`config.mk`:
```
export PLATFORM = sky130hd
export DESIGN_NAME = sine_cosine_poly_approx_flat
export DESIGN_NICKNAME = d
export VERILOG_FILES = /design/src/hdl/scpa_pkg.sv /design/src/hdl/scpa_if.sv /design/src/hdl/scpa_dp.sv /design/src/hdl/scpa_ctrl.sv /design/src/hdl/sine_cosine_poly_approx.sv /design/src/flat_wrapper.sv
export VERILOG_INCLUDE_DIRS = /design/src /design/src/hdl
export SDC_FILE = /design/constraint.sdc
export NUM_CORES = 2
export LEC_CHECK = 0
export BUFFER_PORTS_ARGS = -buffer_cell sky130_fd_sc_hd__buf_2
export CAP_MARGIN = 25
export CORE_MARGIN = 4
export CORE_UTILIZATION = 30
export DETAILED_ROUTE_END_ITERATION = 10
export GPL_TIMING_DRIVEN = 0
export PLACE_DENSITY = 0.54
export SLEW_MARGIN = 20
export SYNTH_ARGS = -nofsm -noshare
export SYNTH_HDL_FRONTEND = slang
export SYNTH_SLANG_ARGS = --single-unit
```
`constraint.sdc`:
```
create_clock -name clk -period 16.4 [get_ports clk]
set_input_delay 1.64 -clock clk [delete_from_list [all_inputs] [get_ports clk]]
set_output_delay 1.64 -clock clk [all_outputs]
set_load 0.02 [all_outputs]
```
`src/hdl/sine_cosine_poly_approx_defines.svh`:
```
// Assertion macros shared by the sine/cosine approximation RTL.
`ifndef SINE_COSINE_POLY_APPROX_DEFINES_SVH
`define SINE_COSINE_POLY_APPROX_DEFINES_SVH

// Same-cycle implication, sampled on clk and disabled while rst_n is low.
`define SCPA_ASSERT_IMP(lbl, ante, cons) \
    lbl: assert property (@(posedge clk) disable iff (!rst_n) (ante) |-> (cons)) \
        else $error("sine/cosine block: same-cycle check failed");

// Next-cycle implication, sampled on clk and disabled while rst_n is low.
`define SCPA_ASSERT_NEXT(lbl, ante, cons) \
    lbl: assert property (@(posedge clk) disable iff (!rst_n) (ante) |=> (cons)) \
        else $error("sine/cosine block: next-cycle check failed");

`endif

```
`src/hdl/scpa_pkg.sv`:
```
// Types and fixed-point constants for the sine/cosine approximation block.
package scpa_pkg;

    localparam int ANGLE_W = 32;
    localparam int VALUE_W = 32;
    localparam int QF      = 30;

    localparam int WRAP_W = 37;
    localparam int OPND_W = 34;
    localparam int PROD_W = 2 * OPND_W;
    localparam int RND_W  = PROD_W - QF;
    localparam int X2_W   = 33;
    localparam int T_W    = 30;
    localparam int XX2_W  = 34;
    localparam int R_W    = 33;

    localparam logic signed [WRAP_W-1:0] Q_PI      = 37'sd3373259426;
    localparam logic signed [WRAP_W-1:0] Q_HALF_PI = 37'sd1686629713;
    localparam logic signed [WRAP_W-1:0] Q_TWO_PI  = 37'sd6746518853;
    localparam logic signed [WRAP_W-1:0] Q_LIMIT   = 37'sd35433480192;

    localparam logic signed [OPND_W-1:0] Q_C3 = -34'sd178946388;
    localparam logic signed [OPND_W-1:0] Q_C5 = 34'sd8925335;
    localparam logic signed [OPND_W-1:0] Q_C7 = -34'sd198558;

    typedef enum logic [2:0] {
        MUL_X_X,
        MUL_X2_C7,
        MUL_X2_T,
        MUL_X_X2,
        MUL_XX2_T
    } mul_sel_t;

    typedef enum logic [2:0] {
        WB_NONE,
        WB_X2,
        WB_T_C5,
        WB_T_C3,
        WB_XX2,
        WB_R
    } wb_sel_t;

    typedef enum logic [3:0] {
        ST_IDLE,
        ST_WRAP,
        ST_FOLD,
        ST_SQ,
        ST_SQ_WB,
        ST_P7,
        ST_P7_WB,
        ST_P5,
        ST_P5_WB,
        ST_CUBE_WB,
        ST_TERM,
        ST_SUM,
        ST_OUT
    } state_t;

    typedef struct packed {
        logic     load;
        logic     wrap;
        logic     fold;
        logic     out_load;
        mul_sel_t mul_sel;
        wb_sel_t  wb_sel;
    } dp_cmd_t;

    typedef struct packed {
        logic err;
        logic above_pi;
        logic below_neg_pi;
    } dp_stat_t;

endpackage

```
`src/hdl/scpa_if.sv`:
```
// Request and response channel interfaces of the sine/cosine approximation block.
interface scpa_req_if import scpa_pkg::*; ();
    logic                      valid;
    logic                      ready;
    logic                      cmd;
    logic signed [ANGLE_W-1:0] angle;

    modport source (output valid, cmd, angle, input ready);
    modport sink (input valid, cmd, angle, output ready);
endinterface

interface scpa_rsp_if import scpa_pkg::*; ();
    logic                      valid;
    logic                      ready;
    logic signed [VALUE_W-1:0] value;
    logic                      range_error;

    modport source (output valid, value, range_error, input ready);
    modport sink (input valid, value, range_error, output ready);
endinterface

```
`src/hdl/scpa_dp.sv`:
```
// Datapath: angle scaling, range check, wrap and fold, shared multiplier and output rounding.
module scpa_dp import scpa_pkg::*; #(
    parameter int ANGLE_FRAC_BITS  = 24,
    parameter int RESULT_FRAC_BITS = 30
) (
    input  logic                      clk,
    input  dp_cmd_t                   ctl,
    input  logic                      req_cmd,
    input  logic signed [ANGLE_W-1:0] req_angle,
    output dp_stat_t                  stat,
    output logic signed [VALUE_W-1:0] value,
    output logic                      range_error
);

    localparam int AngShift = QF - ANGLE_FRAC_BITS;
    localparam int ScaledW  = ANGLE_W + AngShift + 1;
    localparam int ResShift = QF - RESULT_FRAC_BITS;

    localparam logic signed [ScaledW-1:0] LimitS  = ScaledW'(Q_LIMIT);
    localparam logic signed [ScaledW-1:0] HalfPiS = ScaledW'(Q_HALF_PI);
    localparam logic signed [PROD_W-1:0]  RndHalf = PROD_W'(1) <<< (QF - 1);
    localparam logic signed [R_W-1:0]     SatLim  = R_W'(1) <<< RESULT_FRAC_BITS;

    logic signed [ScaledW-1:0] scaled;
    logic signed [ScaledW-1:0] x_full;
    logic                      range_bad;
    logic signed [OPND_W-1:0]  opnd_a;
    logic signed [OPND_W-1:0]  opnd_b;
    logic signed [PROD_W-1:0]  prod_next;
    logic signed [RND_W-1:0]   prod_rnd;
    logic signed [R_W-1:0]     res_shifted;
    logic signed [R_W-1:0]     res_sat;

    logic signed [WRAP_W-1:0]  x_reg;
    logic                      err_reg;
    logic signed [PROD_W-1:0]  prod_reg;
    logic signed [X2_W-1:0]    x2_reg;
    logic signed [T_W-1:0]     t_reg;
    logic signed [XX2_W-1:0]   xx2_reg;
    logic signed [R_W-1:0]     r_reg;
    logic signed [VALUE_W-1:0] value_reg;
    logic                      range_error_reg;

    // Products are rounded to nearest with ties away from zero.
    function automatic logic signed [RND_W-1:0] round_q(input logic signed [PROD_W-1:0] p);
        logic signed [PROD_W-1:0] s;
        s = p + (p[PROD_W-1] ? (RndHalf - PROD_W'(1)) : RndHalf);
        return s[PROD_W-1:QF];
    endfunction

    always_comb
    begin
        scaled    = ScaledW'(req_angle) <<< AngShift;
        x_full    = scaled + (req_cmd ? HalfPiS : '0);
        range_bad = (x_full >= LimitS) || (x_full <= -LimitS);
    end

    always_comb
    begin
        case (ctl.mul_sel)
            MUL_X_X:
            begin
                opnd_a = $signed(x_reg[OPND_W-1:0]);
                opnd_b = $signed(x_reg[OPND_W-1:0]);
            end
            MUL_X2_C7:
            begin
                opnd_a = OPND_W'(x2_reg);
                opnd_b = Q_C7;
            end
            MUL_X2_T:
            begin
                opnd_a = OPND_W'(x2_reg);
                opnd_b = OPND_W'(t_reg);
            end
            MUL_X_X2:
            begin
                opnd_a = $signed(x_reg[OPND_W-1:0]);
                opnd_b = OPND_W'(x2_reg);
            end
            MUL_XX2_T:
            begin
                opnd_a = OPND_W'(xx2_reg);
                opnd_b = OPND_W'(t_reg);
            end
            default:
            begin
                opnd_a = '0;
                opnd_b = '0;
            end
        endcase
        prod_next = opnd_a * opnd_b;
        prod_rnd  = round_q(prod_reg);
    end

    generate
        if (ResShift == 0)
        begin : g_no_shift
            assign res_shifted = r_reg;
        end
        else
        begin : g_shift
            localparam int SumW = R_W + 1;
            localparam logic signed [SumW-1:0] ResHalf = SumW'(1) <<< (ResShift - 1);
            logic signed [SumW-1:0] res_sum;
            always_comb
            begin
                res_sum = SumW'(r_reg) + (r_reg[R_W-1] ? (ResHalf - SumW'(1)) : ResHalf);
            end
            assign res_shifted = R_W'(res_sum >>> ResShift);
        end
    endgenerate

    always_comb
    begin
        if (res_shifted > SatLim)
        begin
            res_sat = SatLim;
        end
        else if (res_shifted < -SatLim)
        begin
            res_sat = -SatLim;
        end
        else
        begin
            res_sat = res_shifted;
        end
    end

    always_ff @(posedge clk)
    begin
        prod_reg <= prod_next;

        if (ctl.load)
        begin
            x_reg   <= x_full[WRAP_W-1:0];
            err_reg <= range_bad;
        end
        else if (ctl.wrap)
        begin
            if (x_reg > Q_PI)
            begin
                x_reg <= x_reg - Q_TWO_PI;
            end
            else
            begin
                x_reg <= x_reg + Q_TWO_PI;
            end
        end
        else if (ctl.fold)
        begin
            if (x_reg > Q_HALF_PI)
            begin
                x_reg <= Q_PI - x_reg;
            end
            else if (x_reg < -Q_HALF_PI)
            begin
                x_reg <= -Q_PI - x_reg;
            end
        end

        case (ctl.wb_sel)
            WB_X2:   x2_reg  <= $signed(prod_rnd[X2_W-1:0]);
            WB_T_C5: t_reg   <= T_W'(Q_C5) + $signed(prod_rnd[T_W-1:0]);
            WB_T_C3: t_reg   <= T_W'(Q_C3) + $signed(prod_rnd[T_W-1:0]);
            WB_XX2:  xx2_reg <= $signed(prod_rnd[XX2_W-1:0]);
            WB_R:    r_reg   <= $signed(x_reg[R_W-1:0]) + $signed(prod_rnd[R_W-1:0]);
            default: ;
        endcase

        if (ctl.out_load)
        begin
            value_reg       <= err_reg ? '0 : res_sat[VALUE_W-1:0];
            range_error_reg <= err_reg;
        end
    end

    assign stat.err          = err_reg;
    assign stat.above_pi     = x_reg > Q_PI;
    assign stat.below_neg_pi = x_reg < -Q_PI;
    assign value             = value_reg;
    assign range_error       = range_error_reg;

endmodule

```
`src/hdl/scpa_ctrl.sv`:
```
// Controller state machine that sequences the datapath and owns both handshakes.
module scpa_ctrl import scpa_pkg::*; (
    input  logic     clk,
    input  logic     rst_n,
    input  logic     req_valid,
    output logic     req_ready,
    output logic     rsp_valid,
    input  logic     rsp_ready,
    input  dp_stat_t stat,
    output dp_cmd_t  ctl
);

    state_t state_reg;
    state_t state_next;
    logic   out_valid_reg;
    logic   out_valid_next;

    always_ff @(posedge clk or negedge rst_n)
    begin
        if (!rst_n)
        begin
            state_reg     <= ST_IDLE;
            out_valid_reg <= 1'b0;
        end
        else
        begin
            state_reg     <= state_next;
            out_valid_reg <= out_valid_next;
        end
    end

    always_comb
    begin
        state_next  = state_reg;
        req_ready   = 1'b0;
        ctl         = '0;
        ctl.mul_sel = MUL_X_X;
        ctl.wb_sel  = WB_NONE;

        unique case (state_reg)
            ST_IDLE:
            begin
                req_ready = 1'b1;
                if (req_valid)
                begin
                    ctl.load   = 1'b1;
                    state_next = ST_WRAP;
                end
            end
            ST_WRAP:
            begin
                if (stat.err)
                begin
                    state_next = ST_OUT;
                end
                else if (stat.above_pi || stat.below_neg_pi)
                begin
                    ctl.wrap = 1'b1;
                end
                else
                begin
                    state_next = ST_FOLD;
                end
            end
            ST_FOLD:
            begin
                ctl.fold   = 1'b1;
                state_next = ST_SQ;
            end
            ST_SQ:
            begin
                ctl.mul_sel = MUL_X_X;
                state_next  = ST_SQ_WB;
            end
            ST_SQ_WB:
            begin
                ctl.wb_sel = WB_X2;
                state_next = ST_P7;
            end
            ST_P7:
            begin
                ctl.mul_sel = MUL_X2_C7;
                state_next  = ST_P7_WB;
            end
            ST_P7_WB:
            begin
                ctl.wb_sel = WB_T_C5;
                state_next = ST_P5;
            end
            ST_P5:
            begin
                ctl.mul_sel = MUL_X2_T;
                state_next  = ST_P5_WB;
            end
            ST_P5_WB:
            begin
                ctl.wb_sel  = WB_T_C3;
                ctl.mul_sel = MUL_X_X2;
                state_next  = ST_CUBE_WB;
            end
            ST_CUBE_WB:
            begin
                ctl.wb_sel = WB_XX2;
                state_next = ST_TERM;
            end
            ST_TERM:
            begin
                ctl.mul_sel = MUL_XX2_T;
                state_next  = ST_SUM;
            end
            ST_SUM:
            begin
                ctl.wb_sel = WB_R;
                state_next = ST_OUT;
            end
            ST_OUT:
            begin
                if (!out_valid_reg || rsp_ready)
                begin
                    ctl.out_load = 1'b1;
                    state_next   = ST_IDLE;
                end
            end
            default:
            begin
                state_next = ST_IDLE;
            end
        endcase
    end

    assign out_valid_next = ctl.out_load || (out_valid_reg && !rsp_ready);
    assign rsp_valid      = out_valid_reg;

endmodule

```
`src/hdl/sine_cosine_poly_approx.sv`:
```
// Top level of the sine/cosine minimax polynomial approximation block.
// Once a request is taken, an out-of-range angle goes straight to the output register,
// while an in-range one is wrapped into [-pi, pi] by a loop, folded and then evaluated.
// One transaction is in work at a time: a new request is taken only once the previous
// one has been loaded into the output register; all products share a single multiplier.
// A finished result waits in the output register while the next request is worked on.
// Reset empties the output register and returns the controller to idle.
`include "sine_cosine_poly_approx_defines.svh"

module sine_cosine_poly_approx import scpa_pkg::*; #(
    parameter int ANGLE_FRAC_BITS  = 24,
    parameter int RESULT_FRAC_BITS = 30
) (
    input logic        clk,
    input logic        rst_n,
    scpa_req_if.sink   req,
    scpa_rsp_if.source rsp
);

    dp_cmd_t  ctl;
    dp_stat_t stat;

    scpa_ctrl u_ctrl (
        .clk       (clk),
        .rst_n     (rst_n),
        .req_valid (req.valid),
        .req_ready (req.ready),
        .rsp_valid (rsp.valid),
        .rsp_ready (rsp.ready),
        .stat      (stat),
        .ctl       (ctl)
    );

    scpa_dp #(
        .ANGLE_FRAC_BITS  (ANGLE_FRAC_BITS),
        .RESULT_FRAC_BITS (RESULT_FRAC_BITS)
    ) u_dp (
        .clk         (clk),
        .ctl         (ctl),
        .req_cmd     (req.cmd),
        .req_angle   (req.angle),
        .stat        (stat),
        .value       (rsp.value),
        .range_error (rsp.range_error)
    );

    `SCPA_ASSERT_IMP(a_out_load_free, ctl.out_load, !rsp.valid || rsp.ready)
    `SCPA_ASSERT_IMP(a_wrap_in_range, ctl.wrap, !stat.err)
    `SCPA_ASSERT_NEXT(a_one_in_work, req.valid && req.ready, !req.ready)

endmodule

```
`src/flat_wrapper.sv`:
```
// flat-port wrapper written by rule: the top's interface ports become plain ports
module sine_cosine_poly_approx_flat import scpa_pkg::*;
#(
    parameter int ANGLE_FRAC_BITS  = 24,
    parameter int RESULT_FRAC_BITS = 30
)
  (clk, rst_n, req_valid, req_cmd, req_angle, req_ready, rsp_valid, rsp_value, rsp_range_error, rsp_ready);
  scpa_req_if req_i ();
  scpa_rsp_if rsp_i ();
  input logic clk;
  input logic rst_n;
  input wire logic [$bits(req_i.valid)-1:0] req_valid;
  input wire logic [$bits(req_i.cmd)-1:0] req_cmd;
  input wire logic [$bits(req_i.angle)-1:0] req_angle;
  output wire logic [$bits(req_i.ready)-1:0] req_ready;
  output wire logic [$bits(rsp_i.valid)-1:0] rsp_valid;
  output wire logic [$bits(rsp_i.value)-1:0] rsp_value;
  output wire logic [$bits(rsp_i.range_error)-1:0] rsp_range_error;
  input wire logic [$bits(rsp_i.ready)-1:0] rsp_ready;
  assign req_i.valid = req_valid;
  assign req_i.cmd = req_cmd;
  assign req_i.angle = req_angle;
  assign req_ready = req_i.ready;
  assign rsp_valid = rsp_i.valid;
  assign rsp_value = rsp_i.value;
  assign rsp_range_error = rsp_i.range_error;
  assign rsp_i.ready = rsp_ready;
  sine_cosine_poly_approx #(.ANGLE_FRAC_BITS(ANGLE_FRAC_BITS), .RESULT_FRAC_BITS(RESULT_FRAC_BITS)) u_core (.clk(clk), .rst_n(rst_n), .req(req_i), .rsp(rsp_i));
endmodule
```
### After elaboration in Yosys (flattened, before gate mapping)

Index checks and enable logic that the tools add are counted.

| storage, ports and cells | value |
|---|---|
| bits in latches | 0 |
| input port bits | 37 |
| logic and storage cells | 103 |
| flip-flop bits (word level) | 274 |
| ROM bits | 0 |
| output and inout port bits | 35 |
| bits in writable memories | 0 |
| memories | 0 |

| operators by class | value |
|---|---|
| $add $sub $neg | 9 |
| order comparisons | 8 |
| multipliers | 1 |
| bitwise operators | 0 |
| reductions and logical operators | 19 |
| equality and inequality tests | 24 |
| div/mod/pow operators | 0 |
| shifts and indexed selects | 0 |
| multiplexer cells | 29 |

Operators by type and width:

| kind | count |
|---|---|
| $mux W37 | 6 |
| $pmux W34 S4 | 1 |
| $pmux W34 S3 | 1 |
| $sub A33 B37 Y37 const A | 2 |
| $mul A34 B34 Y68 | 1 |
| $add A64 B31 Y64 | 1 |
| $mux W31 | 2 |
| $pmux W30 S2 | 1 |
| $pmux W4 S13 | 1 |
| $add A38 B32 Y39 | 1 |
| $ge A39 B37 Y1 const B | 1 |
| $le A39 B37 Y1 const B | 1 |
| $add A37 B34 Y37 const B | 1 |
| $gt A37 B32 Y1 const B | 1 |
| $gt A37 B33 Y1 const B | 1 |
| $lt A37 B32 Y1 const B | 1 |
| $lt A37 B33 Y1 const B | 1 |
| $sub A37 B34 Y37 const B | 1 |
| $add A33 B33 Y33 | 1 |
| $gt A33 B32 Y1 const B | 1 |
| $lt A33 B31 Y1 const B | 1 |
| $mux W32 | 1 |
| $add A25 B30 Y30 const A | 1 |
| $add A29 B30 Y30 const A | 1 |
| 26 further kinds | 59 |

### Logic depth before layout (Yosys ltp)

| logic depth | value |
|---|---|
| depth in word-level cells | 7 |
| gate-level depth with buffers | 39 |
| depth with buffers taken out | 36 |

### Hierarchy

A second synthesis with hierarchy kept.

| second synthesis, totals | value |
|---|---|
| cells, all modules | 6568 |
| area total of the unflattened synthesis | 59443.3 um2 |

By module, submodules not included:

| module | cells each | sequential area each (um2) | instances | area an instance (um2) |
|---|---|---|---|---|
| scpa_dp | 6513 | 7337.0 | 1 | 59007.8 |
| scpa_ctrl | 55 | 125.1 | 1 | 435.4 |

### Worst setup path after synthesis

Ideal clock, no wire load.

| timing | value |
|---|---|
| path type | flip-flop to flip-flop |
| start | reg u_core.u_ctrl.state_reg[2] |
| end | reg u_core.u_dp.prod_reg[62] |
| slack | 7048 ps |
| library setup time | 72 ps |
| data arrival time | 9280 ps |
| stages on the path, launching flop included | 38 |
| path through | dfrtp_1 -> nand2b_1 -> clkbuf_1 -> nor3b_2 -> nor2_1 -> clkbuf_1 -> a221oi_1 -> clkbuf_1 -> nor2_1 -> fa_1 -> inv_1 -> fa_1 -> inv_1 -> fa_1 -> inv_1 -> fa_1 -> inv_1 -> fa_1 -> (+2 left out) -> inv_1 -> fa_1 -> inv_1 -> fa_1 -> inv_1 -> ha_1 -> o21a_1 -> o21bai_1 -> o211ai_1 -> a31oi_1 -> a22oi_2 -> a2111oi_4 -> o211ai_1 -> nand2_1 -> o41ai_2 -> a221o_1 -> a21oi_1 -> xnor2_1 |

| between the ends | value |
|---|---|
| longest elaborated chain between the ends | 6 |
| elaborated cells between the ends (all ways) | 16 |

RTL lines:

| element | line | text |
|---|---|---|
| start, declared | scpa_ctrl.sv:13 | `state_t state_reg;` |
| start signal, assigned | scpa_ctrl.sv:27 | `state_reg <= state_next;` |
| $eq A4 B4 Y1 or $eq A4 B3 Y1 (tied branches) | scpa_ctrl.sv:40 | `unique case (state_reg)` |
| $pmux W3 S4 * | scpa_ctrl.sv:40 |  |
| $eq A3 B3 Y1, or another cell as far along | scpa_dp.sv:60 | `case (ctl.mul_sel)` |
| $reduce_or A2 Y1 (no line) | -- |  |
| $pmux W34 S4 or $pmux W34 S3 (tied branches) | scpa_dp.sv:60 |  |
| $mul A34 B34 Y68 * | scpa_dp.sv:92 | `prod_next = opnd_a * opnd_b;` |
| net u_core.u_dp.prod_next[62] | scpa_dp.sv:29 | `logic signed [PROD_W-1:0] prod_next;` |
| end signal, assigned | scpa_dp.sv:132 | `prod_reg <= prod_next;` |
| end, declared | scpa_dp.sv:36 | `logic signed [PROD_W-1:0] prod_reg;` |

The timed path passes the listed nets; every way through them passes the cells marked *.
A chain may end at the register's enable or synchronous reset.

### Final worst setup path

| timing | value |
|---|---|
| start | reg u_core.u_ctrl.state_reg[3] |
| end | reg u_core.u_dp.prod_reg[67] |

The elaborated chain is that of the path after synthesis.

==> metrics <==
status completed; Hold Violations, Final 0; Synth Area in XOR/XNOR 3.788%; critical path depth 33; RSZ-0062 raised after global routing false; input/output buffers 70; layout cells sized above 1 5.830%; fin crit share 83.20%; top cells by count, synth 1243 x fa_1, 1240 x inv_1, 785 x nor2_1; DRT iter0 DRCs 5455; hold buffers post-CTS 0; Most Frequent Cell on Critical Path fa_1; Post-CTS Setup Repair Bufs 0; worst-case reg-to-reg path depth 33; # Max-Cap Violations 0; Post-Synthesis Cells 6452; crit path to u_core.u_dp.prod_reg[67]; PnR worst setup slack 2.754 ns; initial antenna violation count 9; Initial Utilization 30.21%; Final min period 13.65 ns; crit path kind reg -> reg; clk slew on worst S/H paths 0.07 ns; mux share of post-synthesis cell area 0.1717%; Yosys reg bits 271; simple-gate share of the synthesized area 14.50%; TritonCTS clock tree yes; post-synth top area share 42.15%; Area Growth Syn to Fin 10.39%; syn_area_per_cell 9.149 µm²; kind of cell adding the most delay to the critical path adder cells; Hold Path Class reg -> reg; YS warnings 0; fillers 20560; Critical Path AT 14.03 ns; Buffers & Inverters on Critical Path 9; Yosys top cell by area fa_1; post-DR wirelength/cell 27.60 µm; WL final 256.2 mm; post-synthesis compound-gate area fraction 9.956%; crit end category flip-flop; core region area 0.1954 mm²; vias 49070; Max Clock Skew 0.05630 ns; largest family of logic cells by synthesized area adder cells; Inserted Clock Buffers 29; pin count of the biggest net entering global routing 31; Die ar. 0.2039 mm²; R2R Path End u_core.u_dp.prod_reg[67]; cell with the most instances after synthesis fa_1; top cells by area, synth fa_1 42%, edfxtp_1 10%, inv_1 7.9%, ha_1 6.8%, nor2_1 5.0%; Post-route DRC 0; first-pass GRT wire length 367.3 mm; CP Launch Point u_core.u_ctrl.state_reg[3]; Clock Path Buffers 3; First-pass DRT Iterations 9; Main synth FF type edfxtp_1; clk_lat worst skew 0.64 ns; CTS Sinks 271; I/O pin count 72; TNS Setup 0 ns; total number of H-tree levels 1; CTS resizes 0; root buffer cell clkbuf_16; Slew Viols, Final 0; Worst-Margin Slew 1.249 ns; Synth cell types 118; DP HPWL 213.3 mm; normalized max-slew margin 16.72%; Seq/Total Area, Yosys 12.64%; CP required 16.78 ns; R2R setup slack 2.75 ns; antenna viol nets, final 0; Via density 5.286; std cell rows 162; syn nets 8055; fin nets 8235; type of origin of the critical path flip-flop; die height 451.6 µm; Post-synth EDFFs 201; Post-Syn Area 0.05903 mm²; vias in the first global route 50460; Max Freq 73.28 MHz; # setup viols final 0; max reg flops 65; gr usage total 25.00%; Die X 451.6 µm; dpl ws 3.171 ns; Worst path max stage delay 0.94 ns; reg-to-reg startpoint u_core.u_ctrl.state_reg[3]; Slowest cell on crit path a221o_1; RePlAce Congestion 1.034; grt ovf 0; Post-Synth Adder-Cell Area 49.00%; maximum fanout along the worst path 10; Async S/R FF share, synth 1.845%
==> routing by layer <==
metal  track usage (%)  up-vias  share of wire, %
met4             14.68        4               7.8
li1                  -    20590                 -
met2             38.39     2736                44
met1             32.20    25050                39
met3             5.866      697                10
met5                 0        -            0.0090
==> worst min-delay path by stage <==
| stage | slack (ns) | endpoint | startpoint | cells after the start |
|---|---|---|---|---|
| floorplan | 0.51 | u_core.u_dp.xx2_reg[33] | u_core.u_dp.prod_reg[63] | 1 |
| global placement | 0.54 | u_core.u_dp.value[17] | u_core.u_dp.r_reg[17] | 1 |
| detailed placement | 0.55 | u_core.u_dp.value[17] | u_core.u_dp.r_reg[17] | 1 |
| CTS | 0.55 | u_core.u_dp.value[11] | u_core.u_dp.r_reg[11] | 1 |
| global route | 0.57 | u_core.u_dp.value[11] | u_core.u_dp.r_reg[11] | 1 |
| finish | 0.54 | u_core.u_dp.value[11] | u_core.u_dp.r_reg[11] | 1 |
==> cell usage in the layout (no fill, tap or decap), types with 20 or more instances in the layout <==
cell type / instances
fa_1: 1241
inv_1: 1238
nor2_1: 782
nand2_1: 719
ha_1: 322
clkbuf_1: 251
a21oi_1: 204
edfxtp_1: 201
xnor2_1: 164
o21ai_0: 122
nand3_1: 100
buf_2: 92
and2_1: 80
a21o_1: 79
xor2_1: 67
dfxtp_1: 64
and3_1: 58
a31oi_1: 50
nor3_1: 48
a221o_1: 47
nand4_1: 38
a211oi_1: 35
o21a_1: 34
nand2b_1: 29
clkbuf_16: 29
buf_6: 28
o211ai_1: 24
buf_8: 23
nor2b_1: 22
o21ai_1: 21
clkbuf_2: 20
==> cell families (layout without fill, tap and decap cells) <==
group / Yosys count / after routing
AOI/OAI and AO/OA: 838 / 838
xor gates and xnor gates: 242 / 242
adders and majority gates: 1566 / 1566
buffers and inverters: 1551 / 1754
DFF: 271 / 271
muxes: 10 / 10
other: 0 / 4
and+or+nand+nor: 1974 / 1974
==> per-stage QoR <==
step           util, %  hold slack, ns  area [µm²]  cells
5_1_grt          33.34          0.5666       65150   9280
4_1_cts          33.30          0.5486       65060   9273
3_3_place_gp     32.07          0.5408       62660   9146
3_5_place_dp     32.80          0.5477       64090   9219
6_report         33.35          0.5397       65160   9283
2_1_floorplan        -          0.5087       59030   6452
==> area by class of cell <==
type	instances	area (µm²)	share of cell area [%]
multi-input combinational	4630	46190	70.89
sequential	271	7463	11.45
inverter	1245	4673	7.172
tap	2624	3283	5.039
timing repair buffer	149	1346	2.066
buffer	306	1217	1.868
clock buffer	34	754.5	1.158
clock inverter	20	221.5	0.3399
antenna	4	10.01	0.01536
Power is left out: the tool's default activity adds up to more than one toggle a clock period on the data nets, which glitch-free logic cannot reach.
